[src/hdl/skt_pkg.sv]
// Shared types, status codes and elaboration helpers for the sorted key table.
// No dependencies.
package skt_pkg;

    localparam int KEY_BYTES_DEF    = 4;
    localparam int FOOTER_BYTES_DEF = 1;
    localparam int CAPACITY_DEF     = 512;

    localparam int KEY_IN_W  = 32;
    localparam int FOOTER_W  = 8;
    localparam int STATUS_W  = 3;
    localparam int COUNT_W   = 10;
    localparam int FANIN     = 32;

    localparam logic [STATUS_W-1:0] ST_INSERTED  = 3'd0;
    localparam logic [STATUS_W-1:0] ST_DUPLICATE = 3'd1;
    localparam logic [STATUS_W-1:0] ST_FOUND     = 3'd2;
    localparam logic [STATUS_W-1:0] ST_NOT_FOUND = 3'd3;
    localparam logic [STATUS_W-1:0] ST_FULL      = 3'd4;

    localparam logic OP_INSERT = 1'b0;
    localparam logic OP_LOOKUP = 1'b1;

    typedef struct packed {
        logic                op;
        logic [KEY_IN_W-1:0] key;
        logic [FOOTER_W-1:0] footer;
    } in_word_t;

    typedef struct packed {
        logic [STATUS_W-1:0] status;
        logic [FOOTER_W-1:0] found_footer;
        logic [COUNT_W-1:0]  entry_count;
    } out_word_t;

    typedef struct packed {
        logic cmp;
        logic shift;
    } cell_ctrl_t;

    function automatic int level_count(int n, int l);
        int c;
        c = n;
        for (int i = 0; i < l; i++)
            c = (c + FANIN - 1) / FANIN;
        return c;
    endfunction

    function automatic int tree_levels(int n);
        int c;
        int lv;
        c  = n;
        lv = 0;
        while (c > 1) begin
            c  = (c + FANIN - 1) / FANIN;
            lv = lv + 1;
        end
        return lv;
    endfunction

    function automatic int node_offset(int n, int l);
        int s;
        s = 0;
        for (int i = 1; i < l; i++)
            s = s + level_count(n, i);
        return s;
    endfunction

    function automatic int node_total(int n);
        return node_offset(n, tree_levels(n));
    endfunction

endpackage

[src/hdl/skt_cell.sv]
// One slot of the sorted row: holds a key and footer, compares against the
// broadcast key and shifts up from its lower neighbor on insert. Uses skt_pkg.
module skt_cell #(
    parameter int KEY_W = 32
) (
    input  logic                        clk,
    input  skt_pkg::cell_ctrl_t         ctrl,
    input  logic                        valid,
    input  logic [KEY_W-1:0]            cmp_key,
    input  logic [KEY_W-1:0]            new_key,
    input  logic [skt_pkg::FOOTER_W-1:0] new_footer,
    input  logic                        prev_lt,
    input  logic [KEY_W-1:0]            prev_key,
    input  logic [skt_pkg::FOOTER_W-1:0] prev_footer,
    output logic                        lt,
    output logic [KEY_W-1:0]            key,
    output logic [skt_pkg::FOOTER_W-1:0] footer,
    output logic [skt_pkg::FOOTER_W:0]  leaf
);

    logic [KEY_W-1:0]             key_reg;
    logic [skt_pkg::FOOTER_W-1:0] footer_reg;
    logic                         lt_reg;
    logic                         hit_reg;

    always_ff @(posedge clk)
    begin
        if (ctrl.cmp)
        begin
            lt_reg  <= valid && (key_reg < cmp_key);
            hit_reg <= valid && (key_reg == cmp_key);
        end
        if (ctrl.shift && !lt_reg)
        begin
            if (prev_lt)
            begin
                key_reg    <= new_key;
                footer_reg <= new_footer;
            end
            else
            begin
                key_reg    <= prev_key;
                footer_reg <= prev_footer;
            end
        end
    end

    assign lt     = lt_reg;
    assign key    = key_reg;
    assign footer = footer_reg;
    assign leaf   = {hit_reg, hit_reg ? footer_reg : '0};

endmodule

[config.mk]
export PLATFORM = sky130hd
export DESIGN_NAME = skt_cell
export DESIGN_NICKNAME = d
export VERILOG_FILES = /design/src/hdl/skt_pkg.sv /design/src/hdl/skt_cell.sv
export SDC_FILE = /design/constraint.sdc
export NUM_CORES = 1
export LEC_CHECK = 0
export BUFFER_PORTS_ARGS = -buffer_cell sky130_fd_sc_hd__buf_2
export CAP_MARGIN = 20
export CORE_UTILIZATION = 43
export DETAILED_ROUTE_END_ITERATION = 10
export PLACE_DENSITY = 0.78
export SLEW_MARGIN = 10
export SYNTH_ARGS = -nofsm -noshare
export SYNTH_HDL_FRONTEND = slang
export SYNTH_SLANG_ARGS = --single-unit
[constraint.sdc]
create_clock -name clk -period 3 [get_ports clk]
set_input_delay 0.6 -clock clk [delete_from_list [all_inputs] [get_ports clk]]
set_output_delay 0.6 -clock clk [all_outputs]
set_load 0.005 [all_outputs]
==> impl_metrics.toml, run 1 <==
[floorplanning]
rows = 28
floorplan.core_area_mm2 = 0.00592
die_h_um = 80.4
ios = 167
start_util_pct = 44.6
die_area_mm2 = 0.00646
die_w_um = 80.4

[worst_setup_path]
cp-startpoint = "key[15]"
required_ps = 3040
arrival_ps = 1940
cp-start-kind = "flop"
crit_type = "reg2reg"
crit_fanout = 3
endpoint_kind = "flop"
rr_worst_depth = 6
r2r-start = "key[15]"

[grt]
grt_max_degree = 25
grt_pass1_wl_um = 9320
grt_use_total_pct = 19.3
grt-ovfl-total = 0
antenna_found_initial = 0
grt_pass1_vias = 2198

[yosys]
synth.mux.area_fraction_pct = 17.0
synth_compound_area_share_pct = 6.25
syn_avg_cell_area_um2 = 12.6
syn_area_mm2 = 0.00264
synth_xor_area_share_pct = 0
synth_nets = 358
synth_top_family_by_area = "multiplexers"
ys_seq_area_share_pct = 47.7
ys_ff_latch = 42
synth_fa_ha_area_share_pct = 15.2
yosysWarnings = 0
syn_inst = 209
synth_cell_type_count = 29
yosys.area_share.simple_pct = 8.24

[drt]
wirelength_um = 6120
remaining_drc_errors = 0
drtPass1Iterations = 2
via_count = 2222
wire_per_inst_um = 13.4
vias_per_cell = 4.87
drtAntennaViolNets = 0
first_iter_violations = 31

[final_layout]
final_common_cell = "buf_2"
final_cell_mix = "166 x buf_2, 42 x edfxtp_1, 32 x inv_1, 32 x ha_1, 22 x mux2_2"
largest_reg_flops = 32
nNetsFinal = 529
fill_cells = 516
syn_to_final_growth_pct = 38.6
diodes = 0
final_cells = 456
final_layout_size_suffix_gt1_share_pct = 53.5

[clock_tree]
clk_latency_ps = 290
htree_num_levels = 2
numClockSinks = 42
cts_max_path_buffers = 2
cts-buffers-inserted = 5
post_cts_resized = 0
clk_pin_slew_ps = 80
cts_tree = "built"
postCtsSetupBuffers = 0
clockRootBuffer = "clkbuf_8"
cts_hold_buf = 0

[placed_design]
dp_worst_setup_slack_ps = 782
io_buffers = 166
gp_congestion = 0.739
place_inst = 448
hpwl_um = 5150

[pwr]
p_per_area_mw_per_mm2 = 371
power_leakage_nw = 1.84
ir_drop_mv = 0.200

[sta]
tns_ps = 0
slew_violations = 0
final.min_clock_period_ps = 1910
hold_viol_final = 0
setup_viol = 0
skew_ps = 4.16
clock.fmax_ghz = 0.524
rsz0062_at_grt = "false"
worst-slew-pin-transition_ps = 509
maxSlewHeadroom_pct = 66.0
fin_ws_ps = 1090
holdWs_ps = 525
post-route-period-util_pct = 63.6

[outcome]
status = "complete, no violations"

[run]
cap_violations = 0

[worst_hold_path]
hp-class = "in2reg"
hold_path_startpoint = "ctrl[1]"
hold-path-cell-count = 1
[Yosys cell counts, drive strengths merged]
cell type,instances,share of area [%]
edfxtp,42,48
mux2,40,17
ha,32,15
inv,32,4.5
a21oi,11,2.1
and2,8,1.9
nand4,7,2.1
nand2,6,0.85
buf,5,1.0
nor4,4,1.4
a21o,3,0.85
nor2,3,0.43
nor2b,3,0.99
o21ai,3,0.57
a211oi,2,0.76
o21a,2,0.57
a2bb2oi,1,0.33
nand3,1,0.19
nand4b,1,0.33
o211a,1,0.38
o211ai,1,0.28
o221a,1,0.43
[power by group]
| part | switching [mW] | total, mW | internal (mW) |
|---|---|---|---|
| combinational | 0.133 | 0.301 | 0.167 |
| sequential | 0.0182 | 0.711 | 0.693 |
| clock | 0.189 | 0.349 | 0.160 |
[layer usage]
metal,GRT usage [%],up-vias,share of wire [%]
met3,4.66,5,7.7
li1,-,1103,-
met5,0,-,0
met2,38.1,95,54
met1,20.0,1019,38
met4,5.00,0,0.69
[layout make-up]
| type | count | area [um^2] | share of cell area [%] |
|---|---|---|---|
| clock buffer | 6 | 72.6 | 1.98 |
| clock inverter | 2 | 8.76 | 0.239 |
| inverter | 32 | 120 | 3.28 |
| multi-input combinational | 130 | 1240 | 33.9 |
| sequential | 42 | 1260 | 34.4 |
| tap | 75 | 93.8 | 2.56 |
| timing repair buffer | 169 | 866 | 23.6 |
[worst max-delay path: stages, from the launching register on]
cell and delay [ps]:
edfxtp_1 410, ha_1 350, nand4_2 130, nor4_2 390
o21ai_1 130, o211ai_1 140, a211oi_2 100
[per-stage QoR]
| stage | area, um^2 | power, mW | util [%] |
|---|---|---|---|
| 2_1_floorplan | 2640 | 0.879 | - |
| 3_3_place_gp | 3580 | 1.02 | 60.5 |
| 3_5_place_dp | 3580 | 1.03 | 60.5 |
| 4_1_cts | 3660 | 1.38 | 61.9 |
| 5_1_grt | 3660 | 1.43 | 61.9 |
| 6_report | 3660 | 1.36 | 61.9 |
[final timing paths]
kind	to	slack (ps)
setup / recovery	lt	1090
hold / removal	hit_reg	530
setup reg to reg	lt	1090
hold reg to reg	key[19]	700
[logic make-up (layout without fill, tap and decap cells)]
logic type,count (synthesis),in the layout
simple gates,33,33
fa+ha+maj,32,32
mux,40,40
buf+inv,37,209
flops,42,42
compound gates,25,25
No activity file was read; power rests on OpenSTA's default activity.
==> inputs of run 2 (changes only) <==
ABC_AREA = 1   (was unset)
CORE_UTILIZATION = 44   (was 43)
PLACE_DENSITY = 0.79   (was 0.78)
clock period = 1.95 ns   (was 3 ns; I/O delays follow)
==> impl_metrics.toml, run 2 <==
[drt]
wirelength_um = 6290
drtAntennaViolNets = 0
remaining_drc_errors = 0
wire_per_inst_um = 12.8
via_count = 2321
vias_per_cell = 4.73
drtPass1Iterations = 3
first_iter_violations = 51

[floorplanning]
die_w_um = 80.5
floorplan.core_area_mm2 = 0.00592
start_util_pct = 45.8
die_h_um = 80.5
die_area_mm2 = 0.00648
rows = 28
ios = 167

[worst_hold_path]
hp-class = "in2reg"

[yosys]
yosysMostFrequentCell = "inv_1"
yosysWarnings = 0
synth_area_leaders = "edfxtp_1 47%, mux2_2 17%, ha_1 15%"
ys_ff_latch = 42
synth_flop_cell = "edfxtp_1"
synth_edf_count = 42
ys_seq_area_share_pct = 46.5
synth_common_cells = "50 x inv_1, 42 x edfxtp_1, 41 x nand2_1, 40 x mux2_2, 32 x ha_1"
syn_avg_cell_area_um2 = 10.9
async_flop_share_pct = 0
synth_nets = 397
syn_area_mm2 = 0.00271
synth_cell_type_count = 23
synth_top_area_share_pct = 46.5
syn_inst = 248
synth_area_leader_cell = "edfxtp_1"

[placed_design]
hpwl_um = 5180
io_buffers = 166
place_inst = 485
gp_congestion = 0.751

[worst_setup_path]
path_cells = "ha_1, nand4_1, nor3_1, nand2_1, nand2_1, a21oi_1"
slowest_delay_ps = 410
crit_type = "reg2reg"
cp-start-kind = "flop"
endpoint_kind = "flop"
crit_fanout = 3
cp_slowest_cell = "edfxtp_1"
cp_common_cell = "nand2_1"
required_ps = 1990
arrival_ps = 1630

[final_layout]
nNetsFinal = 566
syn_to_final_growth_pct = 37.0
final_layout_size_suffix_gt1_share_pct = 52.6
fill_cells = 484
diodes = 0
final_common_cell = "buf_2"
final_cell_mix = "166 x buf_2, 50 x inv_1, 42 x edfxtp_1, 41 x nand2_1, 40 x mux2_2"
largest_reg_flops = 32
final_cells = 491

[clock_tree]
cts-buffers-inserted = 5
numClockSinks = 42
htree_num_levels = 2
postCtsSetupBuffers = 0
clk_pin_slew_ps = 70
cts_max_path_buffers = 2
cts_tree = "built"
clk_latency_ps = 280
clockRootBuffer = "clkbuf_8"
cts_hold_buf = 0
post_cts_resized = 0

[sta]
final.min_clock_period_ps = 1590
tns_ps = 0
maxSlewHeadroom_pct = 73.3
slew_violations = 0
hold_viol_final = 0
holdWs_ps = 325
post-route-period-util_pct = 81.5
worst-slew-pin-transition_ps = 400
setup_viol = 0
clock.fmax_ghz = 0.629
skew_ps = 3.57
rsz0062_at_grt = "false"

[grt]
grt-ovfl-total = 0
antenna_found_initial = 0
grt_pass1_wl_um = 9660
grt_use_total_pct = 20.0
grt_pass1_vias = 2313
grt_max_degree = 41

[pwr]
swShare_pct = 25.0
p_per_area_mw_per_mm2 = 560
switchingPower_uw = 520
p_int_mw = 1.56
combPwrFrac_pct = 23.0
power_frac_seq_pct = 52.7
power_leakage_nw = 1.99
power_frac_clock_pct = 24.3
ir_drop_mv = 0.375

[outcome]
status = "complete, no violations"

[run]
cap_violations = 0
[run 2: changes by cell type after synthesis, moves of 5 or more]
cell | previous run | this run
nand2_1 | 6 | 41
mux2_2 | 22 | 40
and2_1 | 8 | 0
nor2_1 | 3 | 8
inv_1 | 32 | 50
mux2_1 | 18 | 0
[run 2: stage by stage]
| step | worst slack (ps) | total power [mW] | instance area [um^2] | util [%] |
|---|---|---|---|---|
| after floorplan | 54.1 | 1.37 | 2710 | - |
| after global placement | 305 | 1.58 | 3640 | 61.5 |
| after detailed placement | 279 | 1.60 | 3640 | 61.5 |
| after CTS | 349 | 2.11 | 3710 | 62.7 |
| after global routing | 240 | 2.22 | 3710 | 62.7 |
| final | 360 | 2.08 | 3710 | 62.7 |
[run 2: layout make-up]
class                      count  area [um^2]  share of cell area [%]
clock inverter                 1         3.75                   0.101
clock buffer                   5         68.8                    1.85
timing repair buffer         168          871                    23.4
sequential                    42         1260                    34.0
inverter                      52          195                    5.25
multi-input combinational    148         1220                    32.9
tap                           75         93.8                    2.53
[run 2: power groups by stage]
stage	clock (mW)	sequential, mW	combinational (mW)
floorplan	0	1.12	0.245
global placement	0	1.11	0.460
detailed placement	0	1.12	0.484
CTS	0.526	1.10	0.486
global route	0.572	1.10	0.540
finish	0.505	1.10	0.478
[run 2: worst paths after layout]
kind                              start       to  slack [ps]  depth (start not counted)
worst max-delay path            key[11]       lt         360                          6
worst min-delay path            ctrl[1]  hit_reg         320                          1
worst max register to register  key[11]       lt         360                          6
worst min register to register       lt  key[21]         820                          2
[run 2: cells by family (layout without fill, tap and decap cells)]
logic type	count (synthesis)	count (layout)	synth area share (%)
compound gates	18	18	3.69
fa+ha+maj	32	32	14.8
buf+inv	58	226	8.72
flops	42	42	46.5
mux	40	40	16.6
simple gates	58	58	9.69
[run 2: worst max-delay path, delay by kind of cell (launching register included)]
| kind | cells | cell delay [ps] |
|---|---|---|
| adders and majority gates | 1 | 340 |
| AOI/OAI and AO/OA | 1 | 50 |
| and+or+nand+nor | 4 | 550 |
| DFF | 1 | 410 |
[run 2: per-layer routing]
metal,track usage [%],up-vias,part of all wire [%]
li1,-,1172,-
met1,21.1,1054,37
met2,37.6,87,55
met3,4.89,8,5.8
met4,8.04,0,1.7
met5,0,-,0
==> inputs of run 3 (changes only) <==
ABC_AREA = 0   (was 1)
CORE_UTILIZATION = 39   (was 44)
PLACE_DENSITY = 0.74   (was 0.79)
clock period = 1.4 ns   (was 1.95 ns; I/O delays follow)
==> impl_metrics.toml, run 3 (synthesized netlist as in run 1, its figures left out) <==
[floorplanning]
rows = 29
ios = 167
die_h_um = 84.3
floorplan.core_area_mm2 = 0.00646
die_w_um = 84.3
die_area_mm2 = 0.00711
start_util_pct = 40.9

[sta]
fin_ws_ps = -414
maxSlewHeadroom_pct = 78.8
worst-slew-pin-transition_ps = 315
rsz0062_at_grt = "true"
post-route-period-util_pct = 130
slew_violations = 0
skew_ps = 5.13
setup_viol = 2
final.min_clock_period_ps = 1810
clock.fmax_ghz = 0.551
hold_viol_final = 0

[placed_design]
place_inst = 467
dp_worst_setup_slack_ps = -496
gp_congestion = 0.769
hpwl_um = 5240
io_buffers = 166
place_area_mm2 = 0.00375

[pwr]
p_int_mw = 2.28
swShare_pct = 25.3
switchingPower_uw = 772
power_leakage_nw = 1.97
power_frac_clock_pct = 24.4
power_mw = 3.05
ir_drop_mv = 0.600
combPwrFrac_pct = 25.4
p_per_area_mw_per_mm2 = 756
power_frac_seq_pct = 50.2

[worst_setup_path]
regToRegEndpoint = "lt"
r2r-start = "key[7]"
crit_fanout = 2
crit_type = "reg2reg"
rrSetupSlack_ps = -410
cp-start-kind = "flop"
arrival_ps = 1850
required_ps = 1440
rr_worst_depth = 6
cp-startpoint = "key[7]"
endpoint_kind = "flop"
crit_path_end = "lt"

[final_layout]
syn_to_final_growth_pct = 52.7
nNetsFinal = 549
final_common_cell = "buf_2"
postLayoutCellArea_mm2 = 0.00403
final_cell_mix = "158 x buf_2, 42 x edfxtp_1, 32 x inv_1, 27 x ha_1, 22 x mux2_2"
final_cells = 478
diodes = 0
largest_reg_flops = 32
final_layout_size_suffix_gt1_share_pct = 59.9

[drt]
drtAntennaViolNets = 0
first_iter_violations = 51
wire_per_inst_um = 13.6
remaining_drc_errors = 8
via_count = 2295
vias_per_cell = 4.80
drtPass1Iterations = 11
wirelength_um = 6500

[clock_tree]
htree_num_levels = 2
cts_max_path_buffers = 2
cts-buffers-inserted = 5
clk_pin_slew_ps = 80
clockRootBuffer = "clkbuf_8"
clk_latency_ps = 300
numClockSinks = 42
cts_hold_buf = 0
cts_tree = "built"

[grt]
grt_pass1_wl_um = 10000
grt-ovfl-total = 0
grt_max_degree = 26
grt_pass1_vias = 2341
grt_use_total_pct = 18.2
antenna_found_initial = 0

[worst_hold_path]
hp-class = "in2reg"
hold_path_startpoint = "ctrl[1]"

[run]
cap_violations = 0

[outcome]
status = "finished with violations"
violations = "DRC, setup timing"
## run 3: through the flow
| step | util, % | setup TNS [ps] | hold WS [ps] |
|---|---|---|---|
| 4_1_cts | 60.8 | -782 | 195 |
| 3_5_place_dp | 58.1 | -809 | 504 |
| 5_1_grt | 62.5 | -1300 | 187 |
| 6_report | 62.5 | -757 | 198 |
| 3_3_place_gp | 58.1 | -791 | 513 |
| 2_1_floorplan | - | -3320 | 392 |
## run 3: worst min-delay path by stage
stage | end | slack [ps] | cells past startpoint
final | hit_reg | 200 | 1
after global routing | hit_reg | 190 | 1
after CTS | lt | 200 | 1
after detailed placement | lt | 500 | 1
after global placement | hit_reg | 510 | 1
after floorplan | hit_reg | 390 | 0
## run 3: area by class of cell
type | count | area (um^2)
Tap cell | 77 | 96.3
Clock inverter | 2 | 8.76
Inverter | 32 | 120
Multi-Input combinational cell | 130 | 1370
Fill cell | 535 | 2420
Clock buffer | 6 | 72.6
Timing Repair Buffer | 189 | 1110
Sequential cell | 42 | 1260
## run 3: power groups by stage
| stage | Sequential [mW] | Clock (mW) | Combinational, mW |
|---|---|---|---|
| 6_report | 1.53 | 0.743 | 0.775 |
| 5_1_grt | 1.54 | 0.826 | 0.857 |
| 4_1_cts | 1.53 | 0.766 | 0.756 |
| 3_5_place_dp | 1.56 | 0 | 0.712 |
| 3_3_place_gp | 1.55 | 0 | 0.687 |
| 2_1_floorplan | 1.56 | 0 | 0.328 |
## run 3: critical path, cell delays in order, from the launching register on
cell and delay, ps:
edfxtp_1 390, ha_1 320, nand2_2 80, o21a_1 180, o221a_1 200, o211ai_1 270, a211oi_2 120
## run 3: repair_timing
action / 4_1_cts / 5_1_grt
pin swaps: 2 / 0
gates resized for setup: 11 / 22
setup buffers: 3 / 0
endpoints found under the setup margin: 10 / 10
## run 3: metal layers
layer	GRT usage (%)	up-vias	wire [um]
met5	0	-	0
met4	4.70	0	90
met3	4.52	7	514
met2	36.1	100	3500
met1	18.9	1043	2390
li1	-	1145	-
